## src/sv/prd_pkg.sv

```systemverilog
package prd_pkg;

    // Default sizes of the three rings
    localparam int WINDOW_DEF = 20;
    localparam int LAG_DEF    = 10;
    localparam int BEATS_DEF  = 60;

    // Field widths
    localparam int SAMPLE_W  = 10;
    localparam int SAMPLE_MAX = 1023;
    localparam int TS_W      = 32;
    localparam int IV_W      = 16;
    localparam int BPM_W     = 8;
    localparam int WSUM_W    = 15;
    localparam int MARGIN_W  = 10;
    localparam int CFG_W     = 16;
    localparam int CFG_IDX_W = 2;

    // Configuration register indexes
    localparam logic [CFG_IDX_W-1:0] CFG_REFRACTORY = 2'd0;
    localparam logic [CFG_IDX_W-1:0] CFG_MIN_VALID  = 2'd1;
    localparam logic [CFG_IDX_W-1:0] CFG_MAX_VALID  = 2'd2;
    localparam logic [CFG_IDX_W-1:0] CFG_DROP       = 2'd3;

    // Configuration reset values
    localparam logic [IV_W-1:0]     REFRACTORY_RST = 16'd300;
    localparam logic [IV_W-1:0]     MIN_VALID_RST  = 16'd300;
    localparam logic [IV_W-1:0]     MAX_VALID_RST  = 16'd2000;
    localparam logic [MARGIN_W-1:0] DROP_RST       = 10'd1;

    // Milliseconds per minute, dividend of the rate
    localparam int MINUTE_MS = 60000;
    localparam logic [BPM_W-1:0] BPM_SAT = 8'd255;

    // Command from the detector to the rate unit
    typedef struct packed {
        logic            start;
        logic [IV_W-1:0] interval;
        logic [IV_W-1:0] min_ms;
        logic [IV_W-1:0] max_ms;
    } t_rate_cmd;

    // Status from the rate unit
    typedef struct packed {
        logic             busy;
        logic [BPM_W-1:0] bpm;
    } t_rate_sts;

endpackage

```

## src/sv/prd_ram.sv

```systemverilog
module prd_ram #(
    parameter int WIDTH = 16,
    parameter int DEPTH = 16
) (
    input  logic                                   i_clk,
    input  logic                                   i_we,
    input  logic [((DEPTH > 1) ? $clog2(DEPTH) : 1)-1:0] i_waddr,
    input  logic [WIDTH-1:0]                       i_wdata,
    input  logic [((DEPTH > 1) ? $clog2(DEPTH) : 1)-1:0] i_raddr,
    output logic [WIDTH-1:0]                       o_rdata
);

    logic [WIDTH-1:0] r_mem [DEPTH];
    logic [WIDTH-1:0] r_rdata;

    always_ff @(posedge i_clk) begin
        if (i_we) begin
            r_mem[i_waddr] <= i_wdata;
        end
        r_rdata <= r_mem[i_raddr];
    end

    assign o_rdata = r_rdata;

endmodule

```

## src/sv/prd_div.sv

```systemverilog
module prd_div #(
    parameter int W = 24
) (
    input  logic         i_clk,
    input  logic         i_rst_n,
    input  logic         i_start,
    input  logic [W-1:0] i_dividend,
    input  logic [W-1:0] i_divisor,
    output logic         o_done,
    output logic [W-1:0] o_quotient
);

    localparam int CW = $clog2(W + 1);

    logic          r_busy;
    logic          r_done;
    logic [CW-1:0] r_cnt;
    logic [W-1:0]  r_rem;
    logic [W-1:0]  r_quo;
    logic [W-1:0]  r_dvs;

    logic [W:0]    w_shift;
    logic [W+1:0]  w_diff;
    logic          w_ge;

    // One restoring step: shift in next dividend bit, try subtract
    assign w_shift = {r_rem, r_quo[W-1]};
    assign w_diff  = {1'b0, w_shift} - {2'b00, r_dvs};
    assign w_ge    = !w_diff[W+1];

    // Step control
    always_ff @(posedge i_clk) begin
        if (!i_rst_n) begin
            r_busy <= 1'b0;
            r_done <= 1'b0;
            r_cnt  <= '0;
        end else begin
            r_done <= 1'b0;
            if (i_start) begin
                r_busy <= 1'b1;
                r_cnt  <= '0;
            end else if (r_busy) begin
                r_cnt <= r_cnt + 1'b1;
                if (r_cnt == CW'(W - 1)) begin
                    r_busy <= 1'b0;
                    r_done <= 1'b1;
                end
            end
        end
    end

    // Datapath
    always_ff @(posedge i_clk) begin
        if (i_start) begin
            r_rem <= '0;
            r_quo <= i_dividend;
            r_dvs <= i_divisor;
        end else if (r_busy) begin
            r_rem <= w_ge ? w_diff[W-1:0] : w_shift[W-1:0];
            r_quo <= {r_quo[W-2:0], w_ge};
        end
    end

    assign o_done     = r_done;
    assign o_quotient = r_quo;

endmodule

```

## src/sv/prd_rate.sv

```systemverilog
module prd_rate #(
    parameter int BEATS = prd_pkg::BEATS_DEF
) (
    input  logic               i_clk,
    input  logic               i_rst_n,
    input  prd_pkg::t_rate_cmd i_cmd,
    output prd_pkg::t_rate_sts o_sts
);

    localparam int IPTR_W  = (BEATS > 1) ? $clog2(BEATS) : 1;
    localparam int CNT_W   = $clog2(BEATS + 1);
    localparam int TOTAL_W = $clog2(BEATS * 65535 + 1);

    localparam logic [2:0] R_IDLE  = 3'd0;
    localparam logic [2:0] R_SWEEP = 3'd1;
    localparam logic [2:0] R_MEAN  = 3'd2;
    localparam logic [2:0] R_DIV1  = 3'd3;
    localparam logic [2:0] R_DIV2  = 3'd4;

    logic [2:0]                r_state;
    logic [IPTR_W-1:0]         r_iptr;
    logic                      r_full;
    logic [CNT_W-1:0]          r_idx;
    logic                      r_pend;
    logic                      r_pend_ok;
    logic [TOTAL_W-1:0]        r_total;
    logic [CNT_W-1:0]          r_count;
    logic [prd_pkg::BPM_W-1:0] r_bpm;

    logic                      w_we;
    logic [prd_pkg::IV_W-1:0]  w_rdata;
    logic                      w_in_range;
    logic                      w_div_start;
    logic [TOTAL_W-1:0]        w_div_a;
    logic [TOTAL_W-1:0]        w_div_b;
    logic                      w_div_done;
    logic [TOTAL_W-1:0]        w_div_q;

    // Interval ring
    assign w_we = (r_state == R_IDLE) && i_cmd.start;

    prd_ram #(
        .WIDTH (prd_pkg::IV_W),
        .DEPTH (BEATS)
    ) u_iv_ram (
        .i_clk   (i_clk),
        .i_we    (w_we),
        .i_waddr (r_iptr),
        .i_wdata (i_cmd.interval),
        .i_raddr (r_idx[IPTR_W-1:0]),
        .o_rdata (w_rdata)
    );

    assign w_in_range = r_pend_ok && (w_rdata > i_cmd.min_ms) && (w_rdata < i_cmd.max_ms);

    // Shared divider: mean first, then minute / mean
    assign w_div_start = ((r_state == R_MEAN) && (r_count != '0)) ||
                         ((r_state == R_DIV1) && w_div_done && (w_div_q != '0));
    assign w_div_a = (r_state == R_DIV1) ? TOTAL_W'(prd_pkg::MINUTE_MS) : r_total;
    assign w_div_b = (r_state == R_DIV1) ? w_div_q : TOTAL_W'(r_count);

    prd_div #(
        .W (TOTAL_W)
    ) u_div (
        .i_clk      (i_clk),
        .i_rst_n    (i_rst_n),
        .i_start    (w_div_start),
        .i_dividend (w_div_a),
        .i_divisor  (w_div_b),
        .o_done     (w_div_done),
        .o_quotient (w_div_q)
    );

    // Sequencer
    always_ff @(posedge i_clk) begin
        if (!i_rst_n) begin
            r_state <= R_IDLE;
            r_iptr  <= '0;
            r_full  <= 1'b0;
            r_idx   <= '0;
            r_pend  <= 1'b0;
            r_bpm   <= '0;
        end else begin
            case (r_state)
                R_IDLE: begin
                    if (i_cmd.start) begin
                        if (r_iptr == IPTR_W'(BEATS - 1)) begin
                            r_iptr <= '0;
                            r_full <= 1'b1;
                        end else begin
                            r_iptr <= r_iptr + 1'b1;
                        end
                        r_idx   <= '0;
                        r_pend  <= 1'b0;
                        r_state <= R_SWEEP;
                    end
                end
                R_SWEEP: begin
                    if (r_idx != CNT_W'(BEATS)) begin
                        r_idx  <= r_idx + 1'b1;
                        r_pend <= 1'b1;
                    end else begin
                        r_pend <= 1'b0;
                        if (!r_pend) begin
                            r_state <= R_MEAN;
                        end
                    end
                end
                R_MEAN: begin
                    r_state <= (r_count == '0) ? R_IDLE : R_DIV1;
                end
                R_DIV1: begin
                    if (w_div_done) begin
                        r_state <= (w_div_q == '0) ? R_IDLE : R_DIV2;
                    end
                end
                R_DIV2: begin
                    if (w_div_done) begin
                        r_bpm   <= (w_div_q > TOTAL_W'(prd_pkg::BPM_SAT)) ?
                                   prd_pkg::BPM_SAT : w_div_q[prd_pkg::BPM_W-1:0];
                        r_state <= R_IDLE;
                    end
                end
                default: begin
                    r_state <= R_IDLE;
                end
            endcase
        end
    end

    // Sweep accumulators; entries never written are skipped
    always_ff @(posedge i_clk) begin
        if (r_state == R_IDLE) begin
            r_total <= '0;
            r_count <= '0;
        end else if (r_state == R_SWEEP) begin
            r_pend_ok <= r_full || (r_idx < CNT_W'(r_iptr));
            if (r_pend && w_in_range) begin
                r_total <= r_total + TOTAL_W'(w_rdata);
                r_count <= r_count + 1'b1;
            end
        end
    end

    assign o_sts.busy = (r_state != R_IDLE);
    assign o_sts.bpm  = r_bpm;

    a_count_bound: assert property (@(posedge i_clk) disable iff (!i_rst_n)
        r_count <= CNT_W'(BEATS))
        else $error("valid interval count exceeds ring size");

    a_div_done_state: assert property (@(posedge i_clk) disable iff (!i_rst_n)
        w_div_done |-> (r_state == R_DIV1 || r_state == R_DIV2))
        else $error("divider finished outside a division step");

    a_start_idle: assert property (@(posedge i_clk) disable iff (!i_rst_n)
        i_cmd.start |-> r_state == R_IDLE)
        else $error("rate update started while busy");

endmodule

```

## src/sv/pulse_rate_detector.sv

```systemverilog
// A word accepted in ST_IDLE passes through ST_READ, ST_CMP and ST_DONE; a beat adds ST_WAIT
//   for the rate update (sweep of the interval ring plus up to two bit-serial divisions in
//   one shared divider). A new word is taken only in ST_IDLE, once the previous result has
//   been loaded into the output register; ST_DONE waits while the output is stalled.
// Reset is synchronous, active low: configuration returns to its defaults, the rings read
//   as zero until written (fill flags), no clearing pass is needed.
module pulse_rate_detector #(
    parameter int WINDOW = prd_pkg::WINDOW_DEF,
    parameter int LAG    = prd_pkg::LAG_DEF,
    parameter int BEATS  = prd_pkg::BEATS_DEF
) (
    input  logic                           i_clk,
    input  logic                           i_rst_n,
    input  logic                           i_in_valid,
    output logic                           o_in_ready,
    input  logic [prd_pkg::SAMPLE_W-1:0]   i_sample,
    input  logic [prd_pkg::TS_W-1:0]       i_timestamp_ms,
    output logic                           o_out_valid,
    input  logic                           i_out_ready,
    output logic [prd_pkg::WSUM_W-1:0]     o_window_sum,
    output logic                           o_beat,
    output logic [prd_pkg::IV_W-1:0]       o_last_interval_ms,
    output logic [prd_pkg::BPM_W-1:0]      o_beats_per_minute,
    input  logic                           i_cfg_we,
    input  logic [prd_pkg::CFG_IDX_W-1:0]  i_cfg_index,
    input  logic [prd_pkg::CFG_W-1:0]      i_cfg_data
);

    localparam int SPTR_W = $clog2(WINDOW);
    localparam int HPTR_W = (LAG > 1) ? $clog2(LAG) : 1;
    localparam int SUM_W  = $clog2(WINDOW * prd_pkg::SAMPLE_MAX + 1);

    localparam logic [2:0] ST_IDLE = 3'd0;
    localparam logic [2:0] ST_READ = 3'd1;
    localparam logic [2:0] ST_CMP  = 3'd2;
    localparam logic [2:0] ST_WAIT = 3'd3;
    localparam logic [2:0] ST_DONE = 3'd4;

    logic [2:0]                    r_state;
    logic [SPTR_W-1:0]             r_sptr;
    logic                          r_s_full;
    logic [HPTR_W-1:0]             r_hptr;
    logic                          r_h_full;
    logic [SUM_W-1:0]              r_sum;
    logic [SUM_W-1:0]              r_lagged;
    logic [prd_pkg::SAMPLE_W-1:0]  r_sample;
    logic [prd_pkg::TS_W-1:0]      r_now;
    logic [prd_pkg::TS_W-1:0]      r_last_beat;
    logic [prd_pkg::IV_W-1:0]      r_recent;
    logic                          r_beat;

    logic [prd_pkg::IV_W-1:0]      r_refractory;
    logic [prd_pkg::IV_W-1:0]      r_min_valid;
    logic [prd_pkg::IV_W-1:0]      r_max_valid;
    logic [prd_pkg::MARGIN_W-1:0]  r_drop;
    logic [SUM_W-1:0]              r_drop_w;

    logic                          r_out_valid;
    logic [prd_pkg::WSUM_W-1:0]    r_out_sum;
    logic                          r_out_beat;
    logic [prd_pkg::IV_W-1:0]      r_out_iv;
    logic [prd_pkg::BPM_W-1:0]     r_out_bpm;

    logic                          w_accept;
    logic                          w_step;
    logic [prd_pkg::SAMPLE_W-1:0]  w_s_rdata;
    logic [SUM_W-1:0]              w_h_rdata;
    logic [SUM_W-1:0]              w_old;
    logic [SUM_W-1:0]              w_lagged;
    logic [SUM_W-1:0]              n_sum;
    logic                          w_drop;
    logic [prd_pkg::TS_W-1:0]      w_elapsed;
    logic                          w_late;
    logic                          w_beat;
    logic [prd_pkg::IV_W-1:0]      w_iv;
    logic                          w_load;
    prd_pkg::t_rate_cmd            w_rate_cmd;
    prd_pkg::t_rate_sts            w_rate_sts;

    assign o_in_ready = (r_state == ST_IDLE);
    assign w_accept   = i_in_valid && o_in_ready;
    assign w_step     = (r_state == ST_READ);

    // Sample ring and lagged-sum ring
    prd_ram #(
        .WIDTH (prd_pkg::SAMPLE_W),
        .DEPTH (WINDOW)
    ) u_sample_ram (
        .i_clk   (i_clk),
        .i_we    (w_step),
        .i_waddr (r_sptr),
        .i_wdata (r_sample),
        .i_raddr (r_sptr),
        .o_rdata (w_s_rdata)
    );

    prd_ram #(
        .WIDTH (SUM_W),
        .DEPTH (LAG)
    ) u_hist_ram (
        .i_clk   (i_clk),
        .i_we    (w_step),
        .i_waddr (r_hptr),
        .i_wdata (n_sum),
        .i_raddr (r_hptr),
        .o_rdata (w_h_rdata)
    );

    // Read-modify-write of the running sum; unwritten entries read as zero
    assign w_old    = r_s_full ? SUM_W'(w_s_rdata) : '0;
    assign w_lagged = r_h_full ? w_h_rdata : '0;
    assign n_sum    = r_sum - w_old + SUM_W'(r_sample);

    // Beat test on sums, refractory test on wrapped elapsed time
    assign w_drop    = ({1'b0, r_sum} + {1'b0, r_drop_w}) < {1'b0, r_lagged};
    assign w_elapsed = r_now - r_last_beat;
    assign w_late    = w_elapsed > prd_pkg::TS_W'(r_refractory);
    assign w_beat    = w_drop && w_late;
    assign w_iv      = (|w_elapsed[prd_pkg::TS_W-1:prd_pkg::IV_W]) ? '1 :
                       w_elapsed[prd_pkg::IV_W-1:0];

    assign w_rate_cmd.start    = (r_state == ST_CMP) && w_beat;
    assign w_rate_cmd.interval = w_iv;
    assign w_rate_cmd.min_ms   = r_min_valid;
    assign w_rate_cmd.max_ms   = r_max_valid;

    prd_rate #(
        .BEATS (BEATS)
    ) u_rate (
        .i_clk   (i_clk),
        .i_rst_n (i_rst_n),
        .i_cmd   (w_rate_cmd),
        .o_sts   (w_rate_sts)
    );

    // Configuration registers
    always_ff @(posedge i_clk) begin
        if (!i_rst_n) begin
            r_refractory <= prd_pkg::REFRACTORY_RST;
            r_min_valid  <= prd_pkg::MIN_VALID_RST;
            r_max_valid  <= prd_pkg::MAX_VALID_RST;
            r_drop       <= prd_pkg::DROP_RST;
        end else if (i_cfg_we) begin
            case (i_cfg_index)
                prd_pkg::CFG_REFRACTORY: r_refractory <= i_cfg_data;
                prd_pkg::CFG_MIN_VALID:  r_min_valid  <= i_cfg_data;
                prd_pkg::CFG_MAX_VALID:  r_max_valid  <= i_cfg_data;
                prd_pkg::CFG_DROP:       r_drop       <= i_cfg_data[prd_pkg::MARGIN_W-1:0];
                default: begin
                end
            endcase
        end
    end

    // Margin scaled to a sum, precomputed while configuration is stable
    always_ff @(posedge i_clk) begin
        r_drop_w <= SUM_W'(SUM_W'(r_drop) * SUM_W'(WINDOW));
    end

    // Control sequence
    always_ff @(posedge i_clk) begin
        if (!i_rst_n) begin
            r_state     <= ST_IDLE;
            r_sptr      <= '0;
            r_s_full    <= 1'b0;
            r_hptr      <= '0;
            r_h_full    <= 1'b0;
            r_sum       <= '0;
            r_last_beat <= '0;
            r_recent    <= '0;
            r_out_valid <= 1'b0;
        end else begin
            if (i_out_ready) begin
                r_out_valid <= 1'b0;
            end
            case (r_state)
                ST_IDLE: begin
                    if (w_accept) begin
                        r_state <= ST_READ;
                    end
                end
                ST_READ: begin
                    r_sum <= n_sum;
                    if (r_sptr == SPTR_W'(WINDOW - 1)) begin
                        r_sptr   <= '0;
                        r_s_full <= 1'b1;
                    end else begin
                        r_sptr <= r_sptr + 1'b1;
                    end
                    if (r_hptr == HPTR_W'(LAG - 1)) begin
                        r_hptr   <= '0;
                        r_h_full <= 1'b1;
                    end else begin
                        r_hptr <= r_hptr + 1'b1;
                    end
                    r_state <= ST_CMP;
                end
                ST_CMP: begin
                    if (w_beat) begin
                        r_last_beat <= r_now;
                        r_recent    <= w_iv;
                        r_state     <= ST_WAIT;
                    end else begin
                        r_state <= ST_DONE;
                    end
                end
                ST_WAIT: begin
                    if (!w_rate_sts.busy) begin
                        r_state <= ST_DONE;
                    end
                end
                ST_DONE: begin
                    if (w_load) begin
                        r_out_valid <= 1'b1;
                        r_state     <= ST_IDLE;
                    end
                end
                default: begin
                    r_state <= ST_IDLE;
                end
            endcase
        end
    end

    assign w_load = (r_state == ST_DONE) && (!r_out_valid || i_out_ready);

    // Payload registers
    always_ff @(posedge i_clk) begin
        if (w_accept) begin
            r_sample <= i_sample;
            r_now    <= i_timestamp_ms;
        end
        if (w_step) begin
            r_lagged <= w_lagged;
        end
        if (r_state == ST_CMP) begin
            r_beat <= w_beat;
        end
        if (w_load) begin
            r_out_sum  <= prd_pkg::WSUM_W'(r_sum);
            r_out_beat <= r_beat;
            r_out_iv   <= r_recent;
            r_out_bpm  <= w_rate_sts.bpm;
        end
    end

    assign o_out_valid        = r_out_valid;
    assign o_window_sum       = r_out_sum;
    assign o_beat             = r_out_beat;
    assign o_last_interval_ms = r_out_iv;
    assign o_beats_per_minute = r_out_bpm;

    a_accept_read: assert property (@(posedge i_clk) disable iff (!i_rst_n)
        w_accept |=> r_state == ST_READ)
        else $error("accepted word did not start a ring update");

    a_rate_idle: assert property (@(posedge i_clk) disable iff (!i_rst_n)
        (r_state == ST_IDLE || r_state == ST_READ) |-> !w_rate_sts.busy)
        else $error("rate unit busy while a new word is taken");

    a_sptr_range: assert property (@(posedge i_clk) disable iff (!i_rst_n)
        r_sptr <= SPTR_W'(WINDOW - 1))
        else $error("sample pointer out of ring");

    a_beat_interval: assert property (@(posedge i_clk) disable iff (!i_rst_n)
        (o_out_valid && o_beat) |-> o_last_interval_ms != '0)
        else $error("beat reported with zero interval");

endmodule

```

## config.mk

```make
export PLATFORM = sky130hd
export DESIGN_NAME = pulse_rate_detector
export DESIGN_NICKNAME = d
export VERILOG_FILES = /design/src/sv/prd_pkg.sv /design/src/sv/prd_ram.sv /design/src/sv/prd_div.sv /design/src/sv/prd_rate.sv /design/src/sv/pulse_rate_detector.sv
export SDC_FILE = /design/constraint.sdc
export NUM_CORES = 2
export LEC_CHECK = 0
export ABC_CLOCK_PERIOD_IN_PS = 17000
export BUFFER_PORTS_ARGS = -buffer_cell sky130_fd_sc_hd__buf_2
export CORE_ASPECT_RATIO = 2
export CORE_MARGIN = 2
export CORE_UTILIZATION = 30
export CTS_BUF_LIST = sky130_fd_sc_hd__clkbuf_2
export DETAILED_ROUTE_END_ITERATION = 16
export PLACE_DENSITY_LB_ADDON = 0.15
export SYNTH_ARGS = -nofsm -noshare
export SYNTH_HDL_FRONTEND = slang
export SYNTH_HIERARCHICAL = 1
export SYNTH_SLANG_ARGS = --single-unit
```

## constraint.sdc

```tcl
create_clock -name i_clk -period 17 [get_ports i_clk]
set_clock_uncertainty 0.15 [all_clocks]
set_input_delay 2.55 -clock i_clk [delete_from_list [all_inputs] [get_ports i_clk]]
set_output_delay 2.55 -clock i_clk [all_outputs]
set_load 0.02 [all_outputs]
```

* Word level (Yosys, flattened, before mapping)
Memory sizes are Yosys's and may differ from the RTL's. A register that Yosys moved wholly into a read port is not among the register bits. Index checks and enable logic that the tools add are counted.
Storage, ports and cells: word-level logic and storage cells 174, memories kept 3, register bits 374, output and inout port bits 42, RAM bits 1310
Memories:
- u_rate.u_iv_ram.r_mem | depth 60, bits a word 16, rd ports 1, clocked after Yosys merged registers in 1, wr ports 1, line prd_ram.sv:13 | logic [WIDTH-1:0] r_mem [DEPTH];
- u_sample_ram.r_mem | depth 20, bits a word 10, rd ports 1, clocked after Yosys merged registers in 1, wr ports 1, line prd_ram.sv:13
- u_hist_ram.r_mem | depth 10, bits a word 15, rd ports 1, clocked after Yosys merged registers in 1, wr ports 1, line prd_ram.sv:13
Cells by class: $add $sub $neg 12, reductions and logical operators 45, bitwise logic cells 3, muxes and demuxes 41, multiply operators 1, order comparisons 6, equal/unequal tests 25
Operators with widths (number):
- $mux 22 | 4
- $gt 32x16->1 | 1
- $sub 32x32->32 | 1
- $mux 3 | 10
- $pmux 3 s5 | 2
- $mux 6 | 4
- $reduce_and 2->1 | 12
- $sub 23x22->24 | 1
- $add 22x16->22 | 1
- $gt 22x8->1 const B | 1
- $logic_not 22->1 | 1
- $reduce_bool 22->1 | 1
- $add 6x1->6 const B | 3
- $add 15x15->16 | 1
- $gt 16x16->1 | 1
- $lt 16x15->1 | 1
- $lt 16x16->1 | 1
- $mux 16 | 1
- $reduce_or 16->1 | 1
- $add 15x10->15 | 1
- $sub 15x10->15 | 1
- $mul 10x3->13 const B | 1
- $mux 1 | 13
- $eq 3x2->1 const B | 4
- other kinds (34) | 65

* Logic depth before layout (Yosys ltp)
word-level depth 7, gate-level depth with buffers 30, mapped depth without buffers 28

* Modules after synthesis
The synthesis kept the hierarchy.
Modules (own cells, without submodules):
- prd_ram (u_rate.u_iv_ram) | area an instance 37213.2 um2, instances 1, cells an instance 1709
- pulse_rate_detector | area an instance 13344.0 um2, instances 1, cells an instance 1448
- prd_ram (u_sample_ram) | area an instance 8095.3 um2, instances 1, cells an instance 396
- prd_ram (u_hist_ram) | area an instance 6256.0 um2, instances 1, cells an instance 335
- prd_rate | area an instance 4285.4 um2, instances 1, cells an instance 533
- prd_div | area an instance 4083.9 um2, instances 1, cells an instance 390

* Worst setup path after synthesis
No wires, ideal clock.
path kind flip-flop to flip-flop, start register r_sum[2], end memory u_rate.u_iv_ram.r_mem[32][0], enable pin, period minus slack after synthesis 6.033 ns, required time 16.441 ns, buffers on the path 3, setup time 0.409 ns, setup slack 10.967 ns, stages on the path, launching flop included 26, arrival time 5.474 ns, cells stage by stage dfxtp_1 ha_1 fa_1 a21oi_1 nor2_1 nor2_1 o21bai_1 a21oi_1 o21bai_1 a21oi_1 o21ai_0 o41ai_1 xnor2_1 ha_1 nand3_1 o21ai_0 a221oi_1 and4b_1 clkbuf_1 and2_1 buf_6 buf_2 nand2_1 clkinv_1 nand4b_1 nor3_1
RTL lines:
- start: declaration | line pulse_rate_detector.sv:44 | logic [SUM_W-1:0] r_sum;
- start signal: assignment | line pulse_rate_detector.sv:183 | r_sum <= n_sum;
- end: declaration | line prd_ram.sv:13

* Final worst setup path
start register r_sum[2], end memory u_rate.u_iv_ram.r_mem[6][9], enable pin
Between the ends: word-level cells in the longest chain between the ends 7
Ends and longest elaborated chain:
- $add 15x15->16 | line pulse_rate_detector.sv:115 | assign w_drop = ({1'b0, r_sum} + {1'b0, r_drop_w}) < {1'b0, r_lagged};
- $lt 16x15->1 | line pulse_rate_detector.sv:115
- $logic_and 1x1->1 | line pulse_rate_detector.sv:118 | assign w_beat = w_drop && w_late;
- $logic_and 1x1->1 | line pulse_rate_detector.sv:122 | assign w_rate_cmd.start = (r_state == ST_CMP) && w_beat;
- $logic_and 1x1->1 | line prd_rate.sv:40 | assign w_we = (r_state == R_IDLE) && i_cmd.start;
- via u_rate.w_we | line prd_rate.sv:30 | logic w_we;
- $mux 1 | line prd_ram.sv:17 | if (i_we) begin
- $mux 1 (not written as such) | line prd_ram.sv:18 | r_mem[i_waddr] <= i_wdata;
The timed path passes the listed nets, and every way through them passes these cells.

==> impl_results.md <==
- Hold_sp: r_recent[2]$_SDFFE_PN0P_
- Reg-to-reg endpoint: u_rate/u_iv_ram/r_mem[6][9]$_DFFE_PP_
- Final number of setup-violating endpoints: 0
- Async SR Flop Fraction: 0%
- Vias in the first global route: approximately 46000
- Vias after detailed routing: between 40000 and 50000
- Most common cell in the synthesized netlist: sky130_fd_sc_hd__edfxtp_1
- Floorplan die width: between 300 and 400 um
- Path category of the worst min-delay check: register to register
- Core region area: around 0.24 mm2
- Synthesis Warnings: 6
- Setup slack of the worst register-to-register path: around 9200 ps
- Site Rows: ~260
- Worst R2R Start: r_sum[2]$_SDFFE_PN0P_
- Fin util: about a third
- Post-CTS setup buffer count: 0
- Number of register bits inferred by synthesis: between 1500 and 2000
- Post-synth top cells: sky130_fd_sc_hd__edfxtp_1 (1453), sky130_fd_sc_hd__nand2_1 (384), sky130_fd_sc_hd__dfxtp_1 (272), sky130_fd_sc_hd__nor2_1 (247), sky130_fd_sc_hd__mux2i_1 (227)
- Total length of routed met2 wires: about 130 mm
- Maximum number of pins on one net before global-route repair: 81
- Via-per-instance ratio: around 4.9
- Fraction of final layout cells sized beyond drive strength 1: between 20 and 25%
- Most area-hungry cell type in the Yosys netlist: sky130_fd_sc_hd__edfxtp_1
- Category of the worst setup path launch point: register
- Post-Synthesis Mean Instance Area: 15.2 um2
- Half-perimeter wire length after placement: 152 mm
- Drt pass-1 iters: 8
- Worst max-slew margin expressed relative to the limit: between 10 and 15%
- Clock sink total: 1725
- Clock tree from TritonCTS: yes
- Post-cts sizing count: 0
- GR Util All Layers: ~18%
- Number of nets in the finished design: about 5500
- Tightest Pin Transition: between 1000 and 1500 ps
- Violation count after the first detailed-route iteration: around 2400
- Quantity of I/O buffers inserted on ports: 106
- Post-route met1 wirelength: about 74 mm
- Run status: completed
- Critical Path End Type: register
- Mapped cell area: between 0.07 and 0.08 mm2
- Hold Crit Endpoint: o_last_interval_ms[2]$_DFFE_PP_
- Die area: approximately 0.25 mm2
- Power Dens Cells: around 120 mW/mm2
- Reg2reg path depth: 24
- Antenna-violating nets left: 0
- Number of nets in the synthesized netlist: approximately 5000
- GR Overflow Total: 0
- Top flip-flop cell by instance count after synthesis: sky130_fd_sc_hd__edfxtp_1
- Wire length on met3: slightly above 9 mm
- Die height: 703 um
- Number of cells traversed by the worst hold path: 0
- Tcrit/Tclk final: between 40% and 50%
- Initial standard-cell utilization of the core: a little under a third
- DR DRC count: 0
- Uppermost layer routed: met5
- Initial antenna violation count: 23
- Fraction of the yosys area taken by sequential cells: around 67%
- Reg clk slew, reported paths: 120 ps
- Maximum achievable frequency: roughly 130 MHz
- Highest net fanout along the worst path: between 50 and 60
- H-tree Lvls: 5
- Max Cap Viol: 0
- Arrival time worst endpoint: about 9000 ps
- Total clock buffers created by CTS: roughly 390
- Placer Congestion: 0.898
- Count of mapped cells out of synthesis: slightly below 5000
- Root buffer selected by CTS: sky130_fd_sc_hd__clkbuf_2
- Total count of hold-check failures in the final report: 0
- Wire length per cell: ~25 um
- Maximum number of buffers from clock root to sink: 4
- Post-synth EDFFs: ~1500
- Fraction of synthesized cell area taken by the top area cell type: 59.5%
- Clock insertion delay at the later pin of the skew report: roughly 1700 ps
- Leading cell types by total area after synthesis: sky130_fd_sc_hd__edfxtp_1 (60%), sky130_fd_sc_hd__dfxtp_1 (7.4%), sky130_fd_sc_hd__mux4_2 (6.5%)
- I/O pin total: approximately 110
- Total leakage power: 30.0 nW
- Cell variety after synth: between 100 and 150
- Final total negative setup slack: 0 ps
- Wire length of the first global-routing pass: approximately 320 mm
- Critical path type: register to register
- Worst Path Required: about 18000 ps
- Maximum vdd drop: 0.148 mV
- Total wire length: ~220 mm
- Number of hold buffers added after cts: 0
- Synth-to-Final Area Change: 11.3%
- Fin crit period: about 7800 ps
- Max-slew violation count: 0
- Unrepaired setup endpoints after global routing: no
report_power, final:
part	total, mW	switching (mW)	internal (mW)
Sequential	5.17	0.197	4.97
Clock	2.73	1.69	1.03
Combinational	2.30	1.45	0.848
Total	10.2	3.34	6.85
stage by stage:
step / setup slack (ps) / area [um2] / total power [mW] / std cells / hold slack [ps]
after CTS: 9070 / 81500 / 10.4 / 8748 / 262
final: 9220 / 81500 / 10.2 / 8764 / 277
after detailed placement: 9110 / 77900 / 7.63 / 8064 / 268
after global placement: 9120 / 77900 / 7.61 / 8064 / 267
after global routing: 8560 / 81500 / 10.8 / 8755 / 230
after floorplan: 10970 / 73300 / 6.76 / 4811 / 205
placed cells by master (no fill, tap or decap), types with 19 or more instances in the layout:
| master | Yosys | layout |
|---|---|---|
| sky130_fd_sc_hd__edfxtp_1 | 1453 | 1453 |
| sky130_fd_sc_hd__clkbuf_2 | 0 | 554 |
| sky130_fd_sc_hd__nand2_1 | 384 | 380 |
| sky130_fd_sc_hd__dfxtp_1 | 272 | 266 |
| sky130_fd_sc_hd__nor2_1 | 247 | 247 |
| sky130_fd_sc_hd__mux2i_1 | 227 | 227 |
| sky130_fd_sc_hd__mux4_2 | 210 | 210 |
| sky130_fd_sc_hd__a21oi_1 | 209 | 209 |
| sky130_fd_sc_hd__inv_1 | 217 | 202 |
| sky130_fd_sc_hd__ha_1 | 187 | 187 |
| sky130_fd_sc_hd__buf_4 | 34 | 154 |
| sky130_fd_sc_hd__buf_2 | 33 | 105 |
| sky130_fd_sc_hd__o21ai_0 | 84 | 83 |
| sky130_fd_sc_hd__clkinv_1 | 1 | 83 |
| sky130_fd_sc_hd__nand3_1 | 75 | 75 |
| sky130_fd_sc_hd__mux2_2 | 73 | 73 |
| sky130_fd_sc_hd__a22oi_1 | 69 | 69 |
| sky130_fd_sc_hd__and2_1 | 67 | 64 |
| sky130_fd_sc_hd__xnor2_1 | 60 | 57 |
| sky130_fd_sc_hd__a221oi_1 | 57 | 56 |
| sky130_fd_sc_hd__nor3_1 | 54 | 49 |
| sky130_fd_sc_hd__a211oi_1 | 42 | 42 |
| sky130_fd_sc_hd__a21o_1 | 41 | 41 |
| sky130_fd_sc_hd__nand2b_1 | 34 | 34 |
| sky130_fd_sc_hd__clkinv_2 | 0 | 34 |
| sky130_fd_sc_hd__nand4_1 | 31 | 31 |
| sky130_fd_sc_hd__xor2_1 | 29 | 29 |
| sky130_fd_sc_hd__o21a_1 | 27 | 27 |
| sky130_fd_sc_hd__nor2b_1 | 30 | 26 |
| sky130_fd_sc_hd__o31ai_1 | 23 | 23 |
| sky130_fd_sc_hd__nor4_1 | 23 | 23 |
| sky130_fd_sc_hd__o211ai_1 | 22 | 22 |
| sky130_fd_sc_hd__and3_1 | 22 | 21 |
| sky130_fd_sc_hd__mux4_1 | 21 | 21 |
| sky130_fd_sc_hd__o21bai_1 | 19 | 19 |
| sky130_fd_sc_hd__o22ai_1 | 19 | 19 |
critical path, stage by stage, from the launching register on:
cell and delay [ps]:
sky130_fd_sc_hd__dfxtp_1 360, sky130_fd_sc_hd__ha_1 230, sky130_fd_sc_hd__fa_1 410, sky130_fd_sc_hd__a21oi_1 170, sky130_fd_sc_hd__nor2_1 60, sky130_fd_sc_hd__nor2_1 170
sky130_fd_sc_hd__o21bai_1 90, sky130_fd_sc_hd__a21oi_1 240, sky130_fd_sc_hd__o21bai_1 100, sky130_fd_sc_hd__a21oi_1 220, sky130_fd_sc_hd__o21ai_0 160, sky130_fd_sc_hd__o41ai_1 330
sky130_fd_sc_hd__xnor2_1 170, sky130_fd_sc_hd__ha_1 270, sky130_fd_sc_hd__nand3_1 100, sky130_fd_sc_hd__o21ai_0 100, sky130_fd_sc_hd__a221oi_1 320, sky130_fd_sc_hd__and4b_1 780
sky130_fd_sc_hd__and2_4 850, sky130_fd_sc_hd__nand2_1 240, sky130_fd_sc_hd__clkinv_1 90, sky130_fd_sc_hd__buf_4 240, sky130_fd_sc_hd__nand3_1 650, sky130_fd_sc_hd__nor2_1 650
sky130_fd_sc_hd__buf_4 300
per-layer routing:
| metal | vias up | track usage, % |
|---|---|---|
| met1 | 21500 | 16.7 |
| met3 | 443 | 3.11 |
| li1 | 19600 | - |
| met2 | 967 | 35.4 |
| met5 | - | 0 |
| met4 | 16 | 9.20 |
final cells by class:
| cell class | count | area, um2 |
|---|---|---|
| flip-flops and latches | 1725 | 49100 |
| multi-input cells | 2637 | 22300 |
| well taps | 3225 | 4040 |
| clock inverters | 130 | 816 |
| repair buffers | 260 | 1700 |
| clock buffers | 554 | 2770 |
| inverters | 219 | 831 |
| diodes | 14 | 35.0 |
| fillers | 23800 | 162000 |
worst max path at each step:
| stage | start | endpoint | slack [ps] |
|---|---|---|---|
| 2_1_floorplan | r_sum[2]$_SDFFE_PN0P_ | u_rate/u_iv_ram/r_mem[32][0]$_DFFE_PP_ | 10970 |
| 6_report | r_sum[2]$_SDFFE_PN0P_ | u_rate/u_iv_ram/r_mem[6][9]$_DFFE_PP_ | 9220 |
| 3_3_place_gp | r_sum[2]$_SDFFE_PN0P_ | u_rate/u_iv_ram/r_mem[0][0]$_DFFE_PP_ | 9120 |
| 5_1_grt | r_sum[2]$_SDFFE_PN0P_ | u_rate/u_iv_ram/r_mem[0][7]$_DFFE_PP_ | 8560 |
| 3_5_place_dp | r_sum[2]$_SDFFE_PN0P_ | u_rate/u_iv_ram/r_mem[0][7]$_DFFE_PP_ | 9110 |
| 4_1_cts | r_sum[2]$_SDFFE_PN0P_ | u_rate/u_iv_ram/r_mem[6][9]$_DFFE_PP_ | 9070 |
cells by family after synthesis:
logic type,count (synthesis),synth area share (%)
AOI/OAI and AO/OA,758,7.20
xor gates and xnor gates,90,1.09
adders and majority gates,202,3.60
buffers and inverters,449,2.78
DFF,1725,67.0
muxes,537,11.5
and+or+nand+nor,1050,6.83
registers in the layout, indices dropped and copies added, names as in the netlist, 10 cells and up:
signal	cells
u_rate/u_div/o_quotient	22
u_rate/u_div/r_dvs	22
r_now	32
u_rate/u_div/r_rem	22
u_sample_ram/r_mem	200
u_rate/u_iv_ram/r_mem	960
r_refractory	16
u_hist_ram/o_rdata	15
r_lagged	15
u_rate/u_iv_ram/o_rdata	16
o_window_sum	15
r_last_beat	32
r_drop	10
r_sum	15
u_rate/r_total	22
o_last_interval_ms	16
u_sample_ram/o_rdata	10
r_recent	16
r_min_valid	16
r_drop_w	13
r_max_valid	16
r_sample	10
u_hist_ram/r_mem	150
No activity file was read; power rests on OpenSTA's default activity.
